File: src/rtl/limt_pkg.sv
// Package for the loss interval mean tracker: widths, constants, types.
// No dependencies.
package limt_pkg;
  localparam int unsigned HistDepthDef   = 9;
  localparam int unsigned WeightCountDef = 8;
  localparam int unsigned SeqW = 48;
  localparam int unsigned LenW = 32;
  localparam logic [3:0] CloseGap = 4'd4;
  localparam logic [3:0] ShortGap = 4'd8;

  typedef struct packed {
    logic        kind;
    logic        is_data;
    logic [47:0] seqno;
    logic [3:0]  ccval;
    logic        cause_is_loss;
    logic [47:0] last_seqno;
    logic [15:0] pend_losses;
    logic [31:0] first_length;
  } in_item_t;

  typedef struct packed {
    logic        added;
    logic        losses_taken;
    logic [31:0] mean_interval;
  } out_item_t;

  typedef enum logic [2:0] {
    ST_IDLE, ST_UPDATE, ST_WALK, ST_DIV, ST_MEAN, ST_OUT
  } state_e;

  // Commands from the controller to the datapath.
  typedef struct packed {
    logic load;      // capture the input beat
    logic update;    // apply the entry update, decide on a mean
    logic walk_step; // one entry of the weighted sum
    logic div_start; // start a division
    logic mean_set;  // commit the mean
  } cmd_t;

  // Status from the datapath to the controller.
  typedef struct packed {
    logic need_mean;
    logic walk_last;
    logic div_busy;
    logic walk_div;  // the current walk entry needs its own division
  } sts_t;

  // Weight of the i-th newest entry; zero past the table or the weight count.
  function automatic logic [3:0] weight_of(input logic [4:0] i, input logic [4:0] wc);
    logic [3:0] w;
    case (i)
      5'd0, 5'd1, 5'd2, 5'd3: w = 4'd10;
      5'd4: w = 4'd8;
      5'd5: w = 4'd6;
      5'd6: w = 4'd4;
      5'd7: w = 4'd2;
      default: w = 4'd0;
    endcase
    if (i >= wc) w = 4'd0;
    return w;
  endfunction

  function automatic logic [3:0] cc_dist(input logic [3:0] a, input logic [3:0] b);
    return a - b;
  endfunction
endpackage

File: src/rtl/limt_if.sv
// Valid/ready stream interface carrying one payload per beat.
// Depends on nothing; payload type is a parameter.
interface limt_if #(parameter type T = logic) ();
  logic valid;
  logic ready;
  T     data;
  modport source (output valid, output data, input ready);
  modport sink (input valid, input data, output ready);
endinterface

File: src/rtl/loss_interval_mean_tracker.sv
// Loss interval history with weighted mean: one result beat per input beat.
// An item without a mean update passes through the update state and then
// offers its result beat; a new beat is taken only once that result beat has
// been accepted. With a mean update the result waits for the update, a walk
// step per stored entry, a division of each short entry with more than one
// loss (in the shared bit-serial divider), and the final mean division.
// Depends on limt_pkg, limt_if, limt_ctrl, limt_dp and limt_div.
module loss_interval_mean_tracker #(
  parameter int unsigned HistDepth   = limt_pkg::HistDepthDef,
  parameter int unsigned WeightCount = limt_pkg::WeightCountDef
) (
  input  logic clk_i,
  input  logic rst_ni,
  limt_if.sink   in_if,
  limt_if.source out_if
);
  import limt_pkg::*;
  cmd_t cmd;
  sts_t sts;

  limt_ctrl u_ctrl (
    .clk_i      (clk_i),
    .rst_ni     (rst_ni),
    .in_valid_i (in_if.valid),
    .in_ready_o (in_if.ready),
    .out_valid_o(out_if.valid),
    .out_ready_i(out_if.ready),
    .sts_i      (sts),
    .cmd_o      (cmd)
  );

  limt_dp #(.HistDepth(HistDepth), .WeightCount(WeightCount)) u_dp (
    .clk_i (clk_i),
    .rst_ni(rst_ni),
    .in_i  (in_if.data),
    .cmd_i (cmd),
    .sts_o (sts),
    .out_o (out_if.data)
  );
endmodule

File: src/rtl/limt_div.sv
// Radix-2 restoring divider, one quotient bit per cycle.
// No package dependencies.
module limt_div #(
  parameter int unsigned NW = 80,
  parameter int unsigned DW = 40
) (
  input  logic          clk_i,
  input  logic          rst_ni,
  input  logic          start_i,
  input  logic [NW-1:0] num_i,
  input  logic [DW-1:0] den_i,
  output logic          busy_o,
  output logic [NW-1:0] quo_o
);
  localparam int unsigned CW = $clog2(NW + 1);
  logic [NW-1:0] quo_q, quo_d;
  logic [DW-1:0] rem_q, rem_d;
  logic [DW-1:0] den_q;
  logic [CW-1:0] cnt_q, cnt_d;
  logic [DW:0]   trial;

  // One shift-subtract step per cycle while the counter runs.
  always_comb begin
    quo_d = quo_q;
    rem_d = rem_q;
    cnt_d = cnt_q;
    trial = {rem_q, quo_q[NW-1]};
    if (cnt_q != '0) begin
      quo_d = {quo_q[NW-2:0], 1'b0};
      if (trial >= {1'b0, den_q}) begin
        rem_d = DW'(trial - {1'b0, den_q});
        quo_d[0] = 1'b1;
      end else begin
        rem_d = trial[DW-1:0];
      end
      cnt_d = cnt_q - 1'b1;
    end
  end

  always_ff @(posedge clk_i or negedge rst_ni) begin
    if (!rst_ni) begin
      cnt_q <= '0;
    end else if (start_i) begin
      cnt_q <= CW'(NW);
    end else begin
      cnt_q <= cnt_d;
    end
  end

  always_ff @(posedge clk_i) begin
    if (start_i) begin
      quo_q <= num_i;
      rem_q <= '0;
      den_q <= den_i;
    end else begin
      quo_q <= quo_d;
      rem_q <= rem_d;
    end
  end

  assign busy_o = (cnt_q != '0);
  assign quo_o  = quo_q;
endmodule

File: src/rtl/limt_ctrl.sv
// Controller state machine for the loss interval mean tracker.
// Depends on limt_pkg; drives commands to limt_dp and reads its status.
module limt_ctrl (
  input  logic             clk_i,
  input  logic             rst_ni,
  input  logic             in_valid_i,
  output logic             in_ready_o,
  output logic             out_valid_o,
  input  logic             out_ready_i,
  input  limt_pkg::sts_t   sts_i,
  output limt_pkg::cmd_t   cmd_o
);
  import limt_pkg::*;
  state_e state_q, state_d;
  logic   div_wait_q, div_wait_d;

  // Next state.
  always_comb begin
    state_d    = state_q;
    div_wait_d = div_wait_q;
    case (state_q)
      ST_IDLE:   if (in_valid_i) state_d = ST_UPDATE;
      ST_UPDATE: state_d = sts_i.need_mean ? ST_WALK : ST_OUT;
      ST_WALK: begin
        if (div_wait_q) begin
          if (!sts_i.div_busy) begin
            div_wait_d = 1'b0;
            if (sts_i.walk_last) state_d = ST_DIV;
          end
        end else if (sts_i.walk_div) begin
          div_wait_d = 1'b1;
        end else if (sts_i.walk_last) begin
          state_d = ST_DIV;
        end
      end
      ST_DIV:    state_d = ST_MEAN;
      ST_MEAN:   if (!sts_i.div_busy) state_d = ST_OUT;
      ST_OUT:    if (out_ready_i) state_d = ST_IDLE;
      default:   state_d = ST_IDLE;
    endcase
  end

  // Outputs.
  always_comb begin
    cmd_o       = '0;
    in_ready_o  = 1'b0;
    out_valid_o = 1'b0;
    case (state_q)
      ST_IDLE: begin
        in_ready_o = 1'b1;
        cmd_o.load = in_valid_i;
      end
      ST_UPDATE: cmd_o.update = 1'b1;
      ST_WALK: begin
        if (!div_wait_q && sts_i.walk_div) cmd_o.div_start = 1'b1;
        if ((div_wait_q && !sts_i.div_busy) || (!div_wait_q && !sts_i.walk_div))
          cmd_o.walk_step = 1'b1;
      end
      ST_DIV:  cmd_o.div_start = 1'b1;
      ST_MEAN: cmd_o.mean_set = !sts_i.div_busy;
      ST_OUT:  out_valid_o = 1'b1;
      default: ;
    endcase
  end

  always_ff @(posedge clk_i or negedge rst_ni) begin
    if (!rst_ni) begin
      state_q    <= ST_IDLE;
      div_wait_q <= 1'b0;
    end else begin
      state_q    <= state_d;
      div_wait_q <= div_wait_d;
    end
  end
endmodule

File: src/rtl/limt_dp.sv
// Datapath: history ring, entry update, weighted sums and the shared divider.
// Depends on limt_pkg and limt_div.
module limt_dp #(
  parameter int unsigned HistDepth   = limt_pkg::HistDepthDef,
  parameter int unsigned WeightCount = limt_pkg::WeightCountDef
) (
  input  logic                 clk_i,
  input  logic                 rst_ni,
  input  limt_pkg::in_item_t   in_i,
  input  limt_pkg::cmd_t       cmd_i,
  output limt_pkg::sts_t       sts_o,
  output limt_pkg::out_item_t  out_o
);
  import limt_pkg::*;
  localparam int unsigned SW = $clog2(HistDepth);
  localparam int unsigned CW = $clog2(HistDepth + 1);
  localparam int unsigned NW = 40 + 8;   // sum of weighted 32-bit values
  localparam int unsigned DW = 40;
  localparam logic [SW-1:0] LastSlot = SW'(HistDepth - 1);

  // History storage; read combinationally at the head slot and at the walk slot.
  logic [SeqW-1:0] st_seq [HistDepth];
  logic [3:0]      st_cc  [HistDepth];
  logic [LenW-1:0] st_len [HistDepth];
  logic [31:0]     st_los [HistDepth];
  logic            st_cls [HistDepth];
  logic            st_sht [HistDepth];

  logic [CW-1:0] count_q;
  logic [SW-1:0] head_q;
  logic [31:0]   mean_q;
  in_item_t      it_q;
  logic          added_q, taken_q, need_q;

  // Head entry read and the index for the walk.
  logic [SeqW-1:0] h_seq;
  logic [3:0]      h_cc;
  logic [LenW-1:0] h_len;
  logic [31:0]     h_los;
  logic            h_cls;
  logic [4:0]      idx_q;
  logic [SW-1:0]   wslot_q;
  logic [NW-1:0]   t0_q, t1_q;
  logic [7:0]      w_q;
  // CCVal distance from the newest entry, used for the mean choice.
  logic [3:0]      head_cc_q;

  // Head read is combinational on a small register file.
  assign h_seq = st_seq[head_q];
  assign h_cc  = st_cc[head_q];
  assign h_len = st_len[head_q];
  assign h_los = st_los[head_q];
  assign h_cls = st_cls[head_q];

  // Entry update arithmetic.
  logic [SeqW-1:0] evt, dpk, dev, dnl;
  logic signed [SeqW:0] len_pk, len_ev, len_nw;
  logic [3:0]  dcc;
  logic [32:0] lsum;
  function automatic logic [31:0] clamp(input logic signed [SeqW:0] v);
    if (v[SeqW]) return 32'd0;
    if (v[SeqW-1:32] != '0) return 32'hFFFF_FFFF;
    return v[31:0];
  endfunction
  assign evt    = it_q.cause_is_loss ? it_q.seqno + 1'b1 : it_q.seqno;
  assign dpk    = it_q.seqno - h_seq;
  assign dev    = evt - h_seq;
  assign dnl    = it_q.last_seqno - evt;
  assign len_pk = $signed({dpk[SeqW-1], dpk}) + 49'sd1;
  assign len_ev = $signed({dev[SeqW-1], dev});
  assign len_nw = $signed({dnl[SeqW-1], dnl}) + 49'sd1;
  assign dcc    = cc_dist(it_q.ccval, h_cc);
  assign lsum   = {1'b0, h_los} + {17'd0, it_q.pend_losses};

  // Update decision for the captured beat.
  logic          upd_pkt, upd_stale, upd_merge, upd_add, need_c;
  logic [SW-1:0] ns;
  assign upd_pkt   = !it_q.kind && count_q != '0 && it_q.is_data &&
                     len_pk > $signed({17'd0, h_len});
  assign upd_stale = it_q.kind && count_q != '0 && len_ev <= 0;
  assign upd_merge = it_q.kind && count_q != '0 && !upd_stale && !(h_cls || dcc > CloseGap);
  assign upd_add   = it_q.kind && !upd_stale && !upd_merge;
  assign need_c    = (upd_pkt && count_q > CW'(1)) || (upd_add && count_q != '0);
  assign ns        = (head_q == LastSlot) ? '0 : head_q + 1'b1;

  // Walk entry read.
  logic [LenW-1:0] w_len;
  logic [31:0]     w_los;
  logic            w_sht, w_div;
  logic [3:0]      wt0, wt1;
  logic [CW-1:0]   k;
  assign w_len = st_len[wslot_q];
  assign w_los = st_los[wslot_q];
  assign w_sht = st_sht[wslot_q];
  assign w_div = w_sht && (w_los > 32'd1);
  assign k     = count_q - 1'b1;
  assign wt0   = weight_of(idx_q, 5'(WeightCount));
  assign wt1   = (idx_q == 5'd0) ? 4'd0 : weight_of(idx_q - 1'b1, 5'(WeightCount));

  // Shared divider.
  logic          div_start, div_busy, div_done_q, walk_phase;
  logic [NW-1:0] div_num, div_quo;
  logic [DW-1:0] div_den;
  assign walk_phase = !cmd_i.mean_set && (idx_q <= 5'(k)) && need_q;
  always_comb begin
    div_num = '0;
    div_den = '0;
    if (cmd_i.div_start && w_div && !div_done_q && idx_q <= 5'(k)) begin
      div_num = NW'({1'b0, w_len}) + NW'(w_los) - 1'b1;
      div_den = DW'(w_los);
    end else begin
      div_num = (head_cc_q > ShortGap && t0_q > t1_q) ? t0_q : t1_q;
      div_den = DW'(w_q);
    end
  end
  assign div_start = cmd_i.div_start;

  limt_div #(.NW(NW), .DW(DW)) u_div (
    .clk_i  (clk_i),
    .rst_ni (rst_ni),
    .start_i(div_start),
    .num_i  (div_num),
    .den_i  (div_den),
    .busy_o (div_busy),
    .quo_o  (div_quo)
  );

  // Value of the current walk entry, after its division when short with more than one loss.
  logic [NW-1:0] v;
  assign v = w_div ? div_quo : NW'(w_len);

  assign sts_o.need_mean = need_c;
  assign sts_o.walk_last = (idx_q == 5'(k));
  assign sts_o.div_busy  = div_busy;
  assign sts_o.walk_div  = w_div && !div_done_q && walk_phase;

  // Control registers.
  always_ff @(posedge clk_i or negedge rst_ni) begin
    if (!rst_ni) begin
      count_q    <= '0;
      head_q     <= LastSlot;
      mean_q     <= '0;
      div_done_q <= 1'b0;
    end else begin
      if (cmd_i.div_start && sts_o.walk_div) div_done_q <= 1'b1;
      if (cmd_i.walk_step) div_done_q <= 1'b0;
      if (cmd_i.update && upd_add) begin
        head_q <= ns;
        if (count_q < CW'(HistDepth)) count_q <= count_q + 1'b1;
        if (count_q == '0) mean_q <= it_q.first_length;
      end
      if (cmd_i.mean_set) begin
        mean_q <= (div_quo[NW-1:32] != '0) ? 32'hFFFF_FFFF : div_quo[31:0];
      end
    end
  end

  // Item capture, entry update and walk accumulation.
  always_ff @(posedge clk_i) begin
    if (cmd_i.load) begin
      it_q    <= in_i;
      added_q <= 1'b0;
      taken_q <= 1'b0;
      need_q  <= 1'b0;
    end
    if (cmd_i.update) begin
      idx_q     <= '0;
      t0_q      <= '0;
      t1_q      <= '0;
      w_q       <= '0;
      head_cc_q <= upd_add ? 4'd0 : dcc;
      wslot_q   <= upd_add ? ns : head_q;
      need_q    <= need_c;
      // Packet beat: extend the open interval.
      if (upd_pkt) begin
        if (dcc > CloseGap) st_cls[head_q] <= 1'b1;
        if (count_q > CW'(1)) st_len[head_q] <= clamp(len_pk);
      end
      // Event on the open interval: accumulate its losses.
      if (upd_merge) begin
        st_los[head_q] <= lsum[32] ? 32'hFFFF_FFFF : lsum[31:0];
        taken_q <= 1'b1;
      end
      // Event that starts a new interval; the old head is closed.
      if (upd_add) begin
        if (count_q != '0) begin
          st_cls[head_q] <= 1'b1;
          st_len[head_q] <= clamp(len_ev);
          if (dcc <= ShortGap) st_sht[head_q] <= 1'b1;
        end
        st_seq[ns] <= evt;
        st_cc[ns]  <= it_q.ccval;
        st_cls[ns] <= 1'b0;
        st_sht[ns] <= 1'b0;
        st_los[ns] <= {16'd0, it_q.pend_losses};
        st_len[ns] <= (count_q == '0) ? it_q.first_length : clamp(len_nw);
        added_q    <= 1'b1;
        taken_q    <= 1'b1;
      end
    end
    if (cmd_i.walk_step) begin
      if (idx_q < 5'(k)) begin
        t0_q <= t0_q + v * wt0;
        w_q  <= w_q + 8'(wt0);
      end
      if (idx_q != 5'd0) t1_q <= t1_q + v * wt1;
      idx_q   <= idx_q + 1'b1;
      wslot_q <= (wslot_q == '0) ? LastSlot : wslot_q - 1'b1;
    end
  end

  assign out_o.added         = added_q;
  assign out_o.losses_taken  = taken_q;
  assign out_o.mean_interval = mean_q;
endmodule

File: src/flat_wrapper.sv
// flat-port wrapper written by rule: the top's interface ports become plain ports
module loss_interval_mean_tracker_flat import limt_pkg::*;
#(
  parameter int unsigned HistDepth   = limt_pkg::HistDepthDef,
  parameter int unsigned WeightCount = limt_pkg::WeightCountDef
)
  (clk_i, rst_ni, in_if_valid, in_if_data, in_if_ready, out_if_valid, out_if_data, out_if_ready);
  limt_if #(.T(in_item_t)) in_if_i ();
  limt_if #(.T(out_item_t)) out_if_i ();
  input  logic clk_i;
  input  logic rst_ni;
  input wire logic [$bits(in_if_i.valid)-1:0] in_if_valid;
  input wire logic [$bits(in_if_i.data)-1:0] in_if_data;
  output wire logic [$bits(in_if_i.ready)-1:0] in_if_ready;
  output wire logic [$bits(out_if_i.valid)-1:0] out_if_valid;
  output wire logic [$bits(out_if_i.data)-1:0] out_if_data;
  input wire logic [$bits(out_if_i.ready)-1:0] out_if_ready;
  assign in_if_i.valid = in_if_valid;
  assign in_if_i.data = in_if_data;
  assign in_if_ready = in_if_i.ready;
  assign out_if_valid = out_if_i.valid;
  assign out_if_data = out_if_i.data;
  assign out_if_i.ready = out_if_ready;
  loss_interval_mean_tracker #(.HistDepth(HistDepth), .WeightCount(WeightCount)) u_core (.clk_i(clk_i), .rst_ni(rst_ni), .in_if(in_if_i), .out_if(out_if_i));
endmodule
File: config.mk
export PLATFORM = sky130hd
export DESIGN_NAME = loss_interval_mean_tracker_flat
export DESIGN_NICKNAME = d
export VERILOG_FILES = /design/src/rtl/limt_pkg.sv /design/src/rtl/limt_if.sv /design/src/rtl/loss_interval_mean_tracker.sv /design/src/rtl/limt_div.sv /design/src/rtl/limt_ctrl.sv /design/src/rtl/limt_dp.sv /design/src/flat_wrapper.sv
export SDC_FILE = /design/constraint.sdc
export NUM_CORES = 2
export LEC_CHECK = 0
export BUFFER_PORTS_ARGS = -buffer_cell sky130_fd_sc_hd__buf_2
export CAP_MARGIN = 25
export CORE_MARGIN = 3
export CORE_UTILIZATION = 30
export DETAILED_ROUTE_END_ITERATION = 10
export PLACE_DENSITY = 0.54
export SYNTH_ARGS = -nofsm -noshare
export SYNTH_HDL_FRONTEND = slang
export SYNTH_HIERARCHICAL = 1
export SYNTH_SLANG_ARGS = --single-unit
File: constraint.sdc
create_clock -name clk_i -period 13.75 [get_ports clk_i]
set_clock_uncertainty 0.05 [all_clocks]
set_input_delay 1.375 -clock clk_i [delete_from_list [all_inputs] [get_ports clk_i]]
set_output_delay 1.375 -clock clk_i [all_outputs]
set_load 0.02 [all_outputs]
==> metrics.csv <==
stage;metric;value;unit
global_route;initial antenna violation count;25;
placed_design;placed wire-length estimate;263000;µm
global_route;vias in the first global route;77900;
synthesis;Synth Flop Type;edfxtp_1;
synthesis;xor-xnor portion of the synthesized cell area;3.28;%
synthesis;Yosys cell types;138;
clocking;CTS tree;built;
run;number of max-cap violations;0;
placed_design;RD Place Congestion;0.950;
timing;# setup viols final;0;
layout;area growth from synthesis to layout;12.0;%
drt;drt drc;0;
critical_path;Critical-path top delay cell;o21ai_4;
timing;Pins Over Slew Limit;0;
critical_path;reg-to-reg slack, setup;2.72;ns
drt;via count;79000;
floorplan;Initial Util;30.2;%
layout;area of the multi-input gates;53200;µm²
critical_path;RR Endpoint;u_core/u_dp/st_len[2][20];
floorplan;Die W;588;µm
worst_hold_path;hold crit path type;reg2reg;
critical_path;critical path endpoint;u_core/u_dp/st_len[2][20];
drt;Wirelength per Cell;25.3;µm
synthesis;most numerous cell in the Yosys netlist;edfxtp_1;
critical_path;CP arrival;11.47;ns
critical_path;worst setup path class;reg2reg;
synthesis;top cells by area, synth;edfxtp_1 (38%), mux4_2 (8.1%), ha_1 (6.8%);
timing;Fmax;0.0907;GHz
worst_hold_path;hold path depth;2;
clocking;clock tree sinks;1519;
drt;DRT Wirelength;361000;µm
layout;FF/Latch Area;43700;µm²
clocking;Clock Root Buffer;clkbuf_16;
outcome;status;complete, no violations;
drt;1st-pass router iterations;7;
timing;Final period util;80.2;%
floorplan;Die Span Y;588;µm
synthesis;Yosys top cell area share;38.4;%
synthesis;EDFF count, synth;1300;
critical_path;CP endpoint kind;flip-flop;
synthesis;mux contribution to synthesized area;11.0;%
floorplan;Site Rows;213;
floorplan;Ports;191;
layout;Layout fillers;33800;
timing;unrepaired setup endpoints after global routing;false;
floorplan;die area;346000;µm²
synthesis;cell area after synthesis;102000;µm²
clocking;number of instances resized during post-cts repair;0;
synthesis;average cell area after synthesis;10.7;µm²
synthesis;Synth top cells by count;edfxtp_1 (1300), nand2_1 (858), inv_1 (789);
synthesis;Yosys warning count;6;
synthesis;simple-gate share of the synthesized area;13.1;%
synthesis;Cells after Synth;9546;
synthesis;leading area contributor after synthesis;edfxtp_1;
synthesis;asr flop ratio synth;3.36;%
drt;via/cell ratio;5.54;
clocking;hold_buf cts;0;
synthesis;sequential fraction of the synthesis area;42.9;%
clocking;Worst-path clk slew;0.06;ns
timing;Slew @ Worst Pin;1.16;ns
critical_path;crit path from;u_core/u_dp/head_q[0];
synthesis;Post-Synth Adder-Cell Area;10.4;%
critical_path;Crit Path Max Fanout;35;
global_route;GRT Resource Usage Total;20.2;%
critical_path;Worst path max stage delay;0.98;ns
layout;final net count;10500;
clocking;CTS buffer count;181;
global_route;first-pass GRT wire length;528000;µm
critical_path;CP Launch Type;flip-flop;
timing;Sum Neg Setup Slack;0;ns
synthesis;#FFs+latches synth;1519;
global_route;grt total ovfl;0;
clocking;clk_lat worst skew;0.90;ns
critical_path;worst reg2reg path startpoint;u_core/u_dp/head_q[0];
placed_design;quantity of I/O buffers inserted on ports;190;
drt;1st-iter DRT viols;8896;
synthesis;largest family of logic cells by synthesized area;compound AO/OA/AOI/OAI gates;
floorplan;core area;337000;µm²
clocking;clock buffer depth;4;
critical_path;Required @ worst endpoint;14.19;ns
synthesis;Synth Area in Compound Gates;14.2;%
critical_path;Reg2Reg Depth;27;
clocking;H-tree Lvls;4;
drt;Routed Antenna Nets;0;
layout;share of cells above drive strength 1;13.5;%
timing;Worst slew margin;22.7;%
timing;Final min period;11.03;ns
global_route;largest net degree at the start of global routing;99;
clocking;postcts setup bufs;0;
timing;final hold violation count;0;
critical path, delay by kind of cell, from the launching register on:
family / cells / cell delay (ns)
xor gates and xnor gates: 2 / 0.70
adders and majority gates: 2 / 0.64
DFF: 1 / 0.88
AOI/OAI and AO/OA: 11 / 3.54
muxes: 1 / 0.58
buffers and inverters: 2 / 1.04
and+or+nand+nor: 9 / 3.08
area by class of cell:
cell class / count / share of cell area [%]
Timing Repair Buffer: 393 / 2.30
Inverter: 804 / 2.68
Clock inverter: 95 / 0.807
Tap cell: 4515 / 4.96
Clock buffer: 222 / 4.18
Antenna cell: 6 / 0.0132
Multi-Input combinational cell: 6715 / 46.7
Sequential cell: 1519 / 38.4
through the flow:
step           hold WS, ns  util (%)  worst slack, ns  instance area (µm²)  std cells
3_3_place_gp         0.381      32.0             2.85               108000      13900
2_1_floorplan        0.370         -             1.38               102000       9553
5_1_grt              0.427      33.8             1.95               114000      14300
4_1_cts              0.404      33.7             2.71               114000      14200
3_5_place_dp         0.390      32.1             2.79               108000      13900
6_report             0.403      33.8             2.72               114000      14300
registers in the layout, indices dropped and copies added, names as in the netlist, 3 cells and up, named ones only:
signal                   cells
u_core/u_dp/wslot_q          4
u_core/u_dp/mean_q          32
u_core/u_dp/u_div/rem_q     40
u_core/u_dp/head_cc_q        4
u_core/u_dp/w_q              8
u_core/u_dp/st_cls           9
u_core/u_dp/st_sht           9
u_core/u_dp/u_div/quo_o     48
u_core/u_dp/u_div/cnt_q      6
u_core/u_dp/t0_q            48
u_core/u_ctrl/state_q        3
u_core/u_dp/t1_q            48
u_core/u_dp/st_los         288
u_core/u_dp/u_div/den_q     40
u_core/u_dp/st_len         288
u_core/u_dp/head_q           4
u_core/u_dp/it_q           151
u_core/u_dp/idx_q            5
u_core/u_dp/st_seq         432
u_core/u_dp/count_q          4
u_core/u_dp/st_cc           36
cells by family (layout without fill, tap and decap cells):
logic type,after synthesis,count (layout)
other cells,1,14
simple gates,2766,2766
flops,1519,1519
fa+ha+maj,737,737
mux,657,657
buf+inv,1319,1514
compound gates,2168,2168
xor+xnor,379,379
per-layer routing:
layer  routed length, µm  part of all wire, %  GRT usage, %  up-vias
met5                  49                0.014             0        -
met4               17400                  4.8          8.48        6
met3               28500                  7.9          3.71      758
met2              160000                   44          31.5     3356
met1              155000                   43          27.5    39400
li1                    -                    -             -    35500
placed cells by master (no fill, tap or decap), types with 179 or more instances in the layout:
cell	count
mux4_2	364
buf_4	179
ha_1	553
inv_1	787
clkbuf_16	184
nand2_1	857
fa_1	184
nand3_1	206
a21oi_1	671
o21ai_0	377
xnor2_1	228
nor2_1	742
edfxtp_1	1300
mux2i_1	229
buf_2	199
how the worst min path moves through the flow:
stage,startpoint,end,slack [ns]
2_1_floorplan,u_core/u_dp/st_cls[2],u_core/u_dp/st_cls[2],0.37
3_3_place_gp,u_core/u_dp/st_cls[6],u_core/u_dp/st_cls[6],0.38
3_5_place_dp,u_core/u_dp/st_cls[6],u_core/u_dp/st_cls[6],0.39
4_1_cts,u_core/u_dp/st_cls[6],u_core/u_dp/st_cls[6],0.40
5_1_grt,u_core/u_dp/st_cls[5],u_core/u_dp/st_cls[5],0.43
6_report,u_core/u_dp/st_cls[6],u_core/u_dp/st_cls[6],0.40
Power is not shown: default switching activity piles up to over one toggle a cycle in this logic, so the estimate is an artifact.
